==> src/dqsl_pkg.sv <==
// Shared types and constants of the deque and search-delete list block.
`default_nettype none
package dqsl_pkg;

  localparam int unsigned CAPACITY   = 32;
  localparam int unsigned AW         = $clog2(CAPACITY);
  localparam int unsigned CW         = $clog2(CAPACITY + 1);
  localparam int unsigned FIFO_DEPTH = 4;
  localparam int unsigned FIFO_AW    = $clog2(FIFO_DEPTH);

  localparam logic [5:0] NO_POS = 6'h3F;

  typedef enum logic [2:0] {
    ACT_PUSH_BACK  = 3'd0,
    ACT_PUSH_FRONT = 3'd1,
    ACT_MOVE       = 3'd2,
    ACT_REMOVE     = 3'd3,
    ACT_REVERSE    = 3'd4
  } act_e;

  typedef enum logic [1:0] {
    ST_OK      = 2'd0,
    ST_EMPTY   = 2'd1,
    ST_FULL    = 2'd2,
    ST_NOMATCH = 2'd3
  } status_e;

  typedef enum logic [3:0] {
    S_IDLE,
    S_MOVE_RD,
    S_MOVE_WR,
    S_SRCH_RD,
    S_SRCH_CMP,
    S_SHIFT_RD,
    S_SHIFT_WR,
    S_LIST_START,
    S_LIST_RD,
    S_LIST_OUT,
    S_LIST_EMPTY
  } state_e;

  // One classified command between front and back
  typedef struct packed {
    act_e        act;
    logic [31:0] id;
  } cmd_t;

  // Queue status seen by both ends
  typedef struct packed {
    logic empty;
    logic full;
  } fifo_stat_t;

endpackage
`default_nettype wire

==> src/dqsl_front.sv <==
// Front end: accepts input words, decodes the action and drops unused codes.
`default_nettype none
module dqsl_front (
  input  wire logic                s_axis_tvalid_i,
  output logic                     s_axis_tready_o,
  input  wire logic [31:0]         s_axis_tdata_i,  // patient_id[31:0]
  input  wire logic [2:0]          s_axis_tuser_i,  // action[2:0]
  input  wire dqsl_pkg::fifo_stat_t stat_i,
  output logic                     push_o,
  output dqsl_pkg::cmd_t           cmd_o
);

  logic known;

  // Classify the action code
  always_comb begin
    case (s_axis_tuser_i)
      dqsl_pkg::ACT_PUSH_BACK,
      dqsl_pkg::ACT_PUSH_FRONT,
      dqsl_pkg::ACT_MOVE,
      dqsl_pkg::ACT_REMOVE,
      dqsl_pkg::ACT_REVERSE: known = 1'b1;
      default:               known = 1'b0;
    endcase
  end

  // Accept while the queue has room; queue only known actions
  assign s_axis_tready_o = !stat_i.full;
  assign push_o          = s_axis_tvalid_i && !stat_i.full && known;
  assign cmd_o.act       = dqsl_pkg::act_e'(s_axis_tuser_i);
  assign cmd_o.id        = s_axis_tdata_i;

endmodule
`default_nettype wire

==> src/dqsl_cmd_fifo.sv <==
// Short command queue between the front and back ends.
`default_nettype none
module dqsl_cmd_fifo (
  input  wire logic                 clk_i,
  input  wire logic                 rst_ni,
  input  wire logic                 push_i,
  input  wire dqsl_pkg::cmd_t       cmd_i,
  input  wire logic                 pop_i,
  output dqsl_pkg::cmd_t            cmd_o,
  output dqsl_pkg::fifo_stat_t      stat_o
);

  dqsl_pkg::cmd_t                      mem_q [dqsl_pkg::FIFO_DEPTH];
  logic [dqsl_pkg::FIFO_AW-1:0]        wptr_q, wptr_d, rptr_q, rptr_d;
  logic [dqsl_pkg::FIFO_AW:0]          cnt_q, cnt_d;

  assign stat_o.empty = (cnt_q == '0);
  assign stat_o.full  = (cnt_q == (dqsl_pkg::FIFO_AW+1)'(dqsl_pkg::FIFO_DEPTH));
  assign cmd_o        = mem_q[rptr_q];

  // Advance pointers and count
  always_comb begin
    wptr_d = wptr_q;
    rptr_d = rptr_q;
    cnt_d  = cnt_q;
    if (push_i) wptr_d = wptr_q + 1'b1;
    if (pop_i)  rptr_d = rptr_q + 1'b1;
    if (push_i && !pop_i) cnt_d = cnt_q + 1'b1;
    else if (pop_i && !push_i) cnt_d = cnt_q - 1'b1;
  end

  always_ff @(posedge clk_i or negedge rst_ni) begin
    if (!rst_ni) begin
      wptr_q <= '0;
      rptr_q <= '0;
      cnt_q  <= '0;
    end else begin
      wptr_q <= wptr_d;
      rptr_q <= rptr_d;
      cnt_q  <= cnt_d;
    end
  end

  // Store entries
  always_ff @(posedge clk_i) begin
    if (push_i) mem_q[wptr_q] <= cmd_i;
  end

endmodule
`default_nettype wire

==> src/dqsl_back.sv <==
// Back end: runs each command on the deque and list memories and lists a store.
`default_nettype none
module dqsl_back (
  input  wire logic                 clk_i,
  input  wire logic                 rst_ni,
  input  wire dqsl_pkg::cmd_t       cmd_i,
  input  wire dqsl_pkg::fifo_stat_t stat_i,
  output logic                      pop_o,
  output logic                      m_axis_tvalid_o,
  input  wire logic                 m_axis_tready_i,
  output logic [47:0]               m_axis_tdata_o,  // entry_id[31:0], store_empty[32],
                                                     // found_position[38:33], status[40:39]
  output logic                      m_axis_tuser_o,  // store_select[0]
  output logic                      m_axis_tlast_o
);

  localparam int unsigned AW = dqsl_pkg::AW;
  localparam int unsigned CW = dqsl_pkg::CW;
  localparam logic [CW-1:0] CAP = CW'(dqsl_pkg::CAPACITY);

  function automatic logic [AW-1:0] wrap_add(logic [AW-1:0] a, logic [CW-1:0] b);
    logic [CW:0] s;
    s = (CW+1)'(a) + (CW+1)'(b);
    if (s >= (CW+1)'(dqsl_pkg::CAPACITY)) s = s - (CW+1)'(dqsl_pkg::CAPACITY);
    return s[AW-1:0];
  endfunction

  dqsl_pkg::state_e  state_q, state_d;
  logic [AW-1:0]     head_q, head_d;
  logic [CW-1:0]     dcnt_q, dcnt_d, lcnt_q, lcnt_d, k_q, k_d;
  logic [AW-1:0]     pos_q, pos_d;
  logic              hit_q, hit_d, sel_q, sel_d, rev_q, rev_d;
  dqsl_pkg::status_e status_q, status_d;
  logic [5:0]        fpos_q, fpos_d;
  logic [31:0]       id_q, id_d;

  logic [31:0] dmem [dqsl_pkg::CAPACITY];
  logic [31:0] lmem [dqsl_pkg::CAPACITY];
  logic [31:0] d_rdata_q, l_rdata_q;
  logic [AW-1:0] d_raddr, l_raddr, d_waddr, l_waddr;
  logic [31:0]   d_wdata, l_wdata;
  logic          d_we, l_we;

  logic          ov_q, out_load, match, k_last;
  logic [31:0]   oid_q;
  logic          oempty_q, osel_q, olast_q;
  logic [5:0]    opos_q;
  logic [1:0]    ost_q;
  logic [CW-1:0] cur_cnt, k_inc;

  assign cur_cnt  = sel_q ? lcnt_q : dcnt_q;
  assign k_inc    = k_q + 1'b1;
  assign k_last   = (k_inc == cur_cnt);
  assign match    = (l_rdata_q == id_q);
  assign out_load = !ov_q || m_axis_tready_i;

  // Next state
  always_comb begin
    state_d = state_q;
    case (state_q)
      dqsl_pkg::S_IDLE: begin
        if (!stat_i.empty) begin
          case (cmd_i.act)
            dqsl_pkg::ACT_MOVE:
              state_d = (dcnt_q != '0 && lcnt_q != CAP) ? dqsl_pkg::S_MOVE_RD
                                                         : dqsl_pkg::S_LIST_START;
            dqsl_pkg::ACT_REMOVE:
              state_d = (lcnt_q != '0) ? dqsl_pkg::S_SRCH_RD : dqsl_pkg::S_LIST_START;
            default: state_d = dqsl_pkg::S_LIST_START;
          endcase
        end
      end
      dqsl_pkg::S_MOVE_RD:  state_d = dqsl_pkg::S_MOVE_WR;
      dqsl_pkg::S_MOVE_WR:  state_d = dqsl_pkg::S_LIST_START;
      dqsl_pkg::S_SRCH_RD:  state_d = dqsl_pkg::S_SRCH_CMP;
      dqsl_pkg::S_SRCH_CMP: begin
        if (k_inc != lcnt_q)         state_d = dqsl_pkg::S_SRCH_RD;
        else if (hit_q || match)     state_d = dqsl_pkg::S_SHIFT_RD;
        else                         state_d = dqsl_pkg::S_LIST_START;
      end
      dqsl_pkg::S_SHIFT_RD:
        state_d = (k_inc >= lcnt_q) ? dqsl_pkg::S_LIST_START : dqsl_pkg::S_SHIFT_WR;
      dqsl_pkg::S_SHIFT_WR: state_d = dqsl_pkg::S_SHIFT_RD;
      dqsl_pkg::S_LIST_START:
        state_d = (cur_cnt == '0) ? dqsl_pkg::S_LIST_EMPTY : dqsl_pkg::S_LIST_RD;
      dqsl_pkg::S_LIST_RD:  state_d = dqsl_pkg::S_LIST_OUT;
      dqsl_pkg::S_LIST_OUT: begin
        if (out_load) state_d = k_last ? dqsl_pkg::S_IDLE : dqsl_pkg::S_LIST_RD;
      end
      dqsl_pkg::S_LIST_EMPTY: if (out_load) state_d = dqsl_pkg::S_IDLE;
      default: state_d = dqsl_pkg::S_IDLE;
    endcase
  end

  // Datapath registers
  always_comb begin
    head_d   = head_q;
    dcnt_d   = dcnt_q;
    lcnt_d   = lcnt_q;
    k_d      = k_q;
    pos_d    = pos_q;
    hit_d    = hit_q;
    sel_d    = sel_q;
    rev_d    = rev_q;
    status_d = status_q;
    fpos_d   = fpos_q;
    id_d     = id_q;
    case (state_q)
      dqsl_pkg::S_IDLE: begin
        if (!stat_i.empty) begin
          id_d     = cmd_i.id;
          k_d      = '0;
          hit_d    = 1'b0;
          rev_d    = 1'b0;
          fpos_d   = dqsl_pkg::NO_POS;
          status_d = dqsl_pkg::ST_OK;
          sel_d    = 1'b1;
          case (cmd_i.act)
            dqsl_pkg::ACT_PUSH_BACK, dqsl_pkg::ACT_PUSH_FRONT: begin
              sel_d = 1'b0;
              if (dcnt_q == CAP) status_d = dqsl_pkg::ST_FULL;
              else begin
                dcnt_d = dcnt_q + 1'b1;
                if (cmd_i.act == dqsl_pkg::ACT_PUSH_FRONT)
                  head_d = (head_q == '0) ? AW'(dqsl_pkg::CAPACITY - 1) : head_q - 1'b1;
              end
            end
            dqsl_pkg::ACT_MOVE: begin
              if (dcnt_q == '0)       status_d = dqsl_pkg::ST_EMPTY;
              else if (lcnt_q == CAP) status_d = dqsl_pkg::ST_FULL;
            end
            dqsl_pkg::ACT_REMOVE: if (lcnt_q == '0) status_d = dqsl_pkg::ST_NOMATCH;
            dqsl_pkg::ACT_REVERSE: rev_d = 1'b1;
            default: ;
          endcase
        end
      end
      dqsl_pkg::S_MOVE_WR: begin
        head_d = wrap_add(head_q, CW'(1));
        dcnt_d = dcnt_q - 1'b1;
        lcnt_d = lcnt_q + 1'b1;
      end
      dqsl_pkg::S_SRCH_CMP: begin
        if (match) begin
          hit_d = 1'b1;
          pos_d = k_q[AW-1:0];
        end
        k_d = k_inc;
        if (k_inc == lcnt_q) begin
          if (hit_q || match) begin
            k_d    = match ? k_q : CW'(pos_q);
            fpos_d = match ? 6'(k_q) : 6'(pos_q);
          end else begin
            status_d = dqsl_pkg::ST_NOMATCH;
            k_d      = '0;
          end
        end
      end
      dqsl_pkg::S_SHIFT_RD: begin
        if (k_inc >= lcnt_q) begin
          lcnt_d = lcnt_q - 1'b1;
          k_d    = '0;
        end
      end
      dqsl_pkg::S_SHIFT_WR: k_d = k_inc;
      dqsl_pkg::S_LIST_OUT: if (out_load) k_d = k_inc;
      default: ;
    endcase
  end

  // Memory ports and queue pop
  always_comb begin
    pop_o   = (state_q == dqsl_pkg::S_IDLE) && !stat_i.empty;
    d_raddr = head_q;
    l_raddr = k_q[AW-1:0];
    d_we    = 1'b0;
    d_waddr = wrap_add(head_q, dcnt_q);
    d_wdata = cmd_i.id;
    l_we    = 1'b0;
    l_waddr = lcnt_q[AW-1:0];
    l_wdata = d_rdata_q;
    case (state_q)
      dqsl_pkg::S_IDLE: begin
        if (!stat_i.empty && dcnt_q != CAP) begin
          if (cmd_i.act == dqsl_pkg::ACT_PUSH_BACK) d_we = 1'b1;
          if (cmd_i.act == dqsl_pkg::ACT_PUSH_FRONT) begin
            d_we    = 1'b1;
            d_waddr = (head_q == '0) ? AW'(dqsl_pkg::CAPACITY - 1) : head_q - 1'b1;
          end
        end
      end
      dqsl_pkg::S_MOVE_WR: l_we = 1'b1;
      dqsl_pkg::S_SHIFT_RD: l_raddr = k_inc[AW-1:0];
      dqsl_pkg::S_SHIFT_WR: begin
        l_we    = 1'b1;
        l_waddr = k_q[AW-1:0];
        l_wdata = l_rdata_q;
      end
      // Keep the listing address while the output word waits
      dqsl_pkg::S_LIST_RD, dqsl_pkg::S_LIST_OUT: begin
        d_raddr = wrap_add(head_q, k_q);
        l_raddr = rev_q ? AW'(lcnt_q - k_q - 1'b1) : k_q[AW-1:0];
      end
      default: ;
    endcase
  end

  // Hold the memories; read data registered
  always_ff @(posedge clk_i) begin
    if (d_we) dmem[d_waddr] <= d_wdata;
    if (l_we) lmem[l_waddr] <= l_wdata;
    d_rdata_q <= dmem[d_raddr];
    l_rdata_q <= lmem[l_raddr];
  end

  always_ff @(posedge clk_i or negedge rst_ni) begin
    if (!rst_ni) begin
      state_q <= dqsl_pkg::S_IDLE;
      head_q  <= '0;
      dcnt_q  <= '0;
      lcnt_q  <= '0;
      k_q     <= '0;
      hit_q   <= 1'b0;
      ov_q    <= 1'b0;
    end else begin
      state_q <= state_d;
      head_q  <= head_d;
      dcnt_q  <= dcnt_d;
      lcnt_q  <= lcnt_d;
      k_q     <= k_d;
      hit_q   <= hit_d;
      if (out_load)
        ov_q <= (state_q == dqsl_pkg::S_LIST_OUT) || (state_q == dqsl_pkg::S_LIST_EMPTY);
    end
  end

  // Command fields and output word
  always_ff @(posedge clk_i) begin
    pos_q    <= pos_d;
    sel_q    <= sel_d;
    rev_q    <= rev_d;
    status_q <= status_d;
    fpos_q   <= fpos_d;
    id_q     <= id_d;
    if (out_load && (state_q == dqsl_pkg::S_LIST_OUT ||
                     state_q == dqsl_pkg::S_LIST_EMPTY)) begin
      oempty_q <= (state_q == dqsl_pkg::S_LIST_EMPTY);
      oid_q    <= (state_q == dqsl_pkg::S_LIST_EMPTY) ? 32'd0 :
                  (sel_q ? l_rdata_q : d_rdata_q);
      olast_q  <= (state_q == dqsl_pkg::S_LIST_EMPTY) || k_last;
      osel_q   <= sel_q;
      opos_q   <= fpos_q;
      ost_q    <= status_q;
    end
  end

  assign m_axis_tvalid_o = ov_q;
  assign m_axis_tdata_o  = {7'd0, ost_q, opos_q, oempty_q, oid_q};
  assign m_axis_tuser_o  = osel_q;
  assign m_axis_tlast_o  = olast_q;

endmodule
`default_nettype wire

==> src/deque_feeding_search_delete_list.sv <==
// Top level: deque and search-delete list with a queued command front end.
// A push lists the deque; a move first shifts its front entry to the list; a removal
// searches every list entry, then shifts later entries down; listing reads and then outputs
// each result (one word if empty). One command at a time in the back end, each store memory
// having a single read port; no new command is taken until the listing is done.
// Reset: both stores empty, queue empty, no result pending; no clearing pass.
`default_nettype none
module deque_feeding_search_delete_list (
  input  wire logic        clk_i,
  input  wire logic        rst_ni,
  input  wire logic        s_axis_tvalid_i,
  output logic             s_axis_tready_o,
  input  wire logic [31:0] s_axis_tdata_i,   // patient_id[31:0]
  input  wire logic [2:0]  s_axis_tuser_i,   // action[2:0]
  output logic             m_axis_tvalid_o,
  input  wire logic        m_axis_tready_i,
  output logic [47:0]      m_axis_tdata_o,   // entry_id[31:0], store_empty[32],
                                             // found_position[38:33], status[40:39]
  output logic             m_axis_tuser_o,   // store_select[0]
  output logic             m_axis_tlast_o
);

  dqsl_pkg::fifo_stat_t stat;
  dqsl_pkg::cmd_t       front_cmd, back_cmd;
  logic                 push, pop;

  dqsl_front u_front (
    .s_axis_tvalid_i (s_axis_tvalid_i),
    .s_axis_tready_o (s_axis_tready_o),
    .s_axis_tdata_i  (s_axis_tdata_i),
    .s_axis_tuser_i  (s_axis_tuser_i),
    .stat_i          (stat),
    .push_o          (push),
    .cmd_o           (front_cmd)
  );

  dqsl_cmd_fifo u_fifo (
    .clk_i  (clk_i),
    .rst_ni (rst_ni),
    .push_i (push),
    .cmd_i  (front_cmd),
    .pop_i  (pop),
    .cmd_o  (back_cmd),
    .stat_o (stat)
  );

  dqsl_back u_back (
    .clk_i           (clk_i),
    .rst_ni          (rst_ni),
    .cmd_i           (back_cmd),
    .stat_i          (stat),
    .pop_o           (pop),
    .m_axis_tvalid_o (m_axis_tvalid_o),
    .m_axis_tready_i (m_axis_tready_i),
    .m_axis_tdata_o  (m_axis_tdata_o),
    .m_axis_tuser_o  (m_axis_tuser_o),
    .m_axis_tlast_o  (m_axis_tlast_o)
  );

endmodule
`default_nettype wire
==> config.mk <==
export PLATFORM = sky130hd
export DESIGN_NAME = deque_feeding_search_delete_list
export DESIGN_NICKNAME = d
export VERILOG_FILES = /design/src/dqsl_pkg.sv /design/src/dqsl_front.sv /design/src/dqsl_cmd_fifo.sv /design/src/dqsl_back.sv /design/src/deque_feeding_search_delete_list.sv
export SDC_FILE = /design/constraint.sdc
export NUM_CORES = 2
export LEC_CHECK = 0
export BUFFER_PORTS_ARGS = -buffer_cell sky130_fd_sc_hd__buf_2
export CAP_MARGIN = 20
export CORE_ASPECT_RATIO = 0.6
export CORE_UTILIZATION = 50
export DETAILED_ROUTE_END_ITERATION = 8
export GPL_TIMING_DRIVEN = 0
export PLACE_DENSITY_LB_ADDON = 0.2
export SETUP_SLACK_MARGIN = 0.02
export SLEW_MARGIN = 20
export SYNTH_ARGS = -nofsm -noshare
export SYNTH_HDL_FRONTEND = slang
export SYNTH_HIERARCHICAL = 1
export SYNTH_SLANG_ARGS = --single-unit
==> constraint.sdc <==
create_clock -name clk_i -period 5.8 [get_ports clk_i]
set_clock_uncertainty 0.2 [all_clocks]
set_input_delay 1.16 -clock clk_i [delete_from_list [all_inputs] [get_ports clk_i]]
set_output_delay 1.16 -clock clk_i [all_outputs]
set_load 0.01 [all_outputs]
==> flow_summary.toml <==
[clock_tree]
cts_max_level = 4
cts_setup_buffers = 0
clock_insertion_delay_worst_skew_ns = 0.88
tritoncts_clock_tree = "built"
post_cts_resize_count = 0
clockBufferDepth = 4
numCtsBuffers = 214
clk_transition_reported_paths_ns = 0.06
cts_hold_buffers = 0
tritoncts_num_sinks = 2378
cts-root-buf = "clkbuf_16"

[yosys]
post_synth_instance_area_um2 = 93920
synthTopCellsByArea = "edfxtp_1, mux4_2, nand2_1, a211oi_1, and3_1"
synth_enable_flop_cells = 2278
synth-warning-count = 6
synth.distinct_cells = 85
avgSynthCellArea_um2 = 16.94
ys_seq_area_share_pct = 75.16
synth_async_sr_flop_share_pct = 1.514
synth.ff_latch_count = 2378
syn-instance-count = 5545
ys_dominant_reg_cell = "edfxtp_1"
netlist.area_leader.share_pct = 72.84
synth_largest_area_cell = "edfxtp_1"

[grt]
grt_start_max_net_pins = 37
grt_overflow_total = 0
grt_use_total_pct = 28.44
first_global_vias = 50957
grt_first_pass_wirelength_mm = 380.4
antenna_violations_before_repair = 9

[place]
dp_cells = 8158
dpl_cell_area_um2 = 99340
count_of_input_and_output_buffers = 51
globalplace.congestion = 0.9520
dpl.hpwl_mm = 186.9

[power_and_ir_drop]
share_seq_of_total_power_pct = 36.7
max-vdd-ir-drop_v = 0.0004233
power.switching_mw = 26.27
static-leakage-power_nw = 34.66
power.combinational.fraction_pct = 42.0
power.internal_mw = 38.01
switching_fraction_of_total_power_pct = 40.86
power.density_cell_area_nw_per_um2 = 606.7
power_frac_clock_pct = 21.3
design_power_total_mw = 64.28

[critical_path]
setup.worst_path.start = "u_back/k_q[0]$_DFFE_PN0P_"
worst_r2r_path_depth = 11
cp.required_ns = 6.24
critPathCaptureType = "register"
crit-reg2reg-capture = "u_back/l_rdata_q[10]$_DFF_P_"
worst_path_arrival_ns = 6.01
worst_setup_start_kind = "register"
r2r_setup_slack_ns = 0.23
reg_to_reg_critical_path_startpoint = "u_back/k_q[0]$_DFFE_PN0P_"
crit_path_class = "register to register"
path_max_fanout = 10

[detailed_routing]
post_dr_vias_cell = 6.475
route.vias.total = 55307
detail-route-antenna-nets = 0
drc = 0
route.detailed.wl_per_inst_um = 31.65
totalWireLength_mm = 270.3
first_iter_violations = 9519
firstDrtPassIters = 6

[layout]
postLayoutCoreUtil_pct = 57.13
area_delta_synth_final_pct = 12.81
area_of_the_multi_input_gates_um2 = 21780
seq_area_um2 = 70590
design_area_um2 = 106000
fraction_of_final_layout_cells_sized_beyond_drive_strength_1_pct = 17.95
layout.nets = 5974
fill_cell_count = 13988
instances_no_fill = 8542

[timing]
setup-violations-final = 0
min_hold_slack_ns = 0.2210
max_slew_margin_pct = 8.282
finalWorstPathRequiredPeriod_ns = 5.575
final.period_utilization_pct = 96.12
timing_worst_slew_pin_value_ns = 1.376
report.final.slew_viol_count = 0
fmax_mhz = 179.4
rsz_0062_raised_after_global_routing = "no"
final-hold-violation-count = 0

[worst_hold_path]
worstHoldEndpoint = "u_back/opos_q[2]$_DFFE_PP_"
worstHoldPathType = "register to register"
min_path_cells = 0
holdCritStartpoint = "u_back/fpos_q[2]$_SDFFCE_PN1P_"

[die]
io_pins = 91
initial_utilization_pct = 50.64
die_width_um = 561.5
fp-row-count = 122
coreArea_um2 = 185500
design.die.area_um2 = 189600
chipHeight_um = 337.7

[status]
result_of_the_run = "finished, final reports clean"

[flow_run]
maxCapViolations = 0
cell usage in the layout, fill, tap and decap left out, drive strengths merged, types with 40 or more instances in the layout:
| cell type | synthesis | routed |
|---|---|---|
| a211oi | 221 | 221 |
| a21oi | 64 | 64 |
| a311oi | 64 | 64 |
| a31oi | 160 | 160 |
| and3 | 254 | 254 |
| buf | 213 | 341 |
| clkbuf | 187 | 473 |
| clkinv | 0 | 81 |
| dfxtp | 64 | 64 |
| edfxtp | 2278 | 2278 |
| inv | 37 | 40 |
| mux2i | 87 | 87 |
| mux4 | 294 | 294 |
| nand2 | 826 | 826 |
| nand3 | 151 | 151 |
| nor2 | 124 | 124 |
| o22ai | 68 | 68 |
| xnor2 | 55 | 55 |
final cells by class:
type                       instances  share of cell area, %
sequential                      2378                  66.62
tap                             2480                  2.929
buffer                           400                  1.877
inverter                          37                 0.1311
antenna                            1               0.002362
clock buffer                     286                  5.484
multi-input combinational       2736                  20.56
clock inverter                    96                 0.7038
timing repair buffer             128                  1.690
worst max path at each step:
stage | slack, ns | depth (start not counted) | to
2_1_floorplan | 1.26 | 11 | u_back/dmem[4][0]$_DFFE_PP_
3_3_place_gp | -1.22 | 10 | u_back/dmem[30][22]$_DFFE_PP_
3_5_place_dp | 0.56 | 12 | u_back/l_rdata_q[4]$_DFF_P_
4_1_cts | 0.54 | 12 | u_back/l_rdata_q[4]$_DFF_P_
5_1_grt | 0.37 | 11 | u_back/l_rdata_q[2]$_DFF_P_
6_report | 0.23 | 11 | u_back/l_rdata_q[10]$_DFF_P_
logic make-up after synthesis:
logic type	synth area share, %
other	0.003993
AO/OA/AOI/OAI	5.556
multiplexers	8.449
AND/OR/NAND/NOR	7.285
buffers and inverters	2.261
flip-flops	75.16
adder cells (fa/ha/maj)	0.5809
XOR/XNOR	0.7048
cell usage after synthesis, types with 4 or more instances:
cell type / count
edfxtp_1: 2278
nand2_1: 826
mux4_2: 287
and3_1: 253
a211oi_1: 220
clkbuf_1: 186
a31oi_1: 160
nand3_1: 151
buf_2: 136
nor2_1: 123
mux2i_1: 87
o22ai_1: 68
a311oi_1: 64
dfxtp_1: 64
a21oi_1: 63
buf_4: 56
xnor2_1: 55
mux2_2: 37
dfrtp_1: 36
inv_1: 35
ha_1: 34
a32oi_1: 33
o32ai_1: 32
nor4_2: 30
o21ai_0: 27
xor2_1: 18
nand4_1: 16
a21o_1: 12
buf_1: 11
nor2b_1: 10
nor3_1: 10
buf_6: 7
mux4_1: 7
nand2b_1: 7
nor3b_1: 7
and2_1: 6
fa_1: 6
nor4_1: 5
o21a_1: 5
o31ai_1: 5
a21boi_0: 4
o211ai_1: 4
or2_2: 4
or3_1: 4
routing by layer:
| metal | part of all wire, % | wire length, um | vias up | global-route usage (%) |
|---|---|---|---|---|
| met5 | 0.22 | 589 | - | 1.100 |
| met2 | 37 | 101000 | 3786 | 34.76 |
| met4 | 1.7 | 4565 | 6 | 5.187 |
| met1 | 44 | 120100 | 28622 | 47.29 |
| met3 | 16 | 44110 | 313 | 10.42 |
| li1 | - | - | 22580 | - |
state kept, by name (all words and copies together), names as in the netlist, 2 cells and up:
| signal | count |
|---|---|
| u_back/fpos_q | 6 |
| u_fifo/rptr_q | 2 |
| u_fifo/cnt_q | 3 |
| u_fifo/wptr_q | 2 |
| u_back/id_q | 32 |
| u_back/state_q | 4 |
| u_fifo/mem_q | 140 |
| u_back/lcnt_q | 6 |
| u_back/dcnt_q | 6 |
| u_back/oid_q | 32 |
| u_back/ost_q | 2 |
| u_back/opos_q | 6 |
| u_back/lmem | 1024 |
| u_back/pos_q | 5 |
| u_back/k_q | 6 |
| u_back/dmem | 1024 |
| u_back/d_rdata_q | 32 |
| u_back/l_rdata_q | 32 |
| u_back/head_q | 5 |
| u_back/status_q | 2 |
stage by stage:
stage,setup WS [ns],setup TNS [ns]
after floorplan,1.257,0
after global placement,-1.224,-1309.28
after detailed placement,0.5601,0
after CTS,0.5355,0
after global routing,0.3701,0
final,0.2253,0
power groups by stage:
stage | clock [mW] | sequential (mW) | combinational, mW
2_1_floorplan | 0 | 23.6 | 14.9
3_3_place_gp | 0 | 24.0 | 25.1
3_5_place_dp | 0 | 23.9 | 26.0
4_1_cts | 13.8 | 23.6 | 26.1
5_1_grt | 14.5 | 23.7 | 28.1
6_report | 13.7 | 23.6 | 27.0
critical path, cell delays in order (launching register included):
cell and delay, ns:
dfrtp_1 0.61, inv_1 0.26, ha_1 0.27, a21o_1 0.16, a21oi_1 0.18, xor2_1 0.11, o21ai_1 0.67, buf_2 0.45
nand4_1 0.76, buf_2 0.48, o22ai_1 1.06, nor4_2 0.14
(Power assumes the default switching activity.)
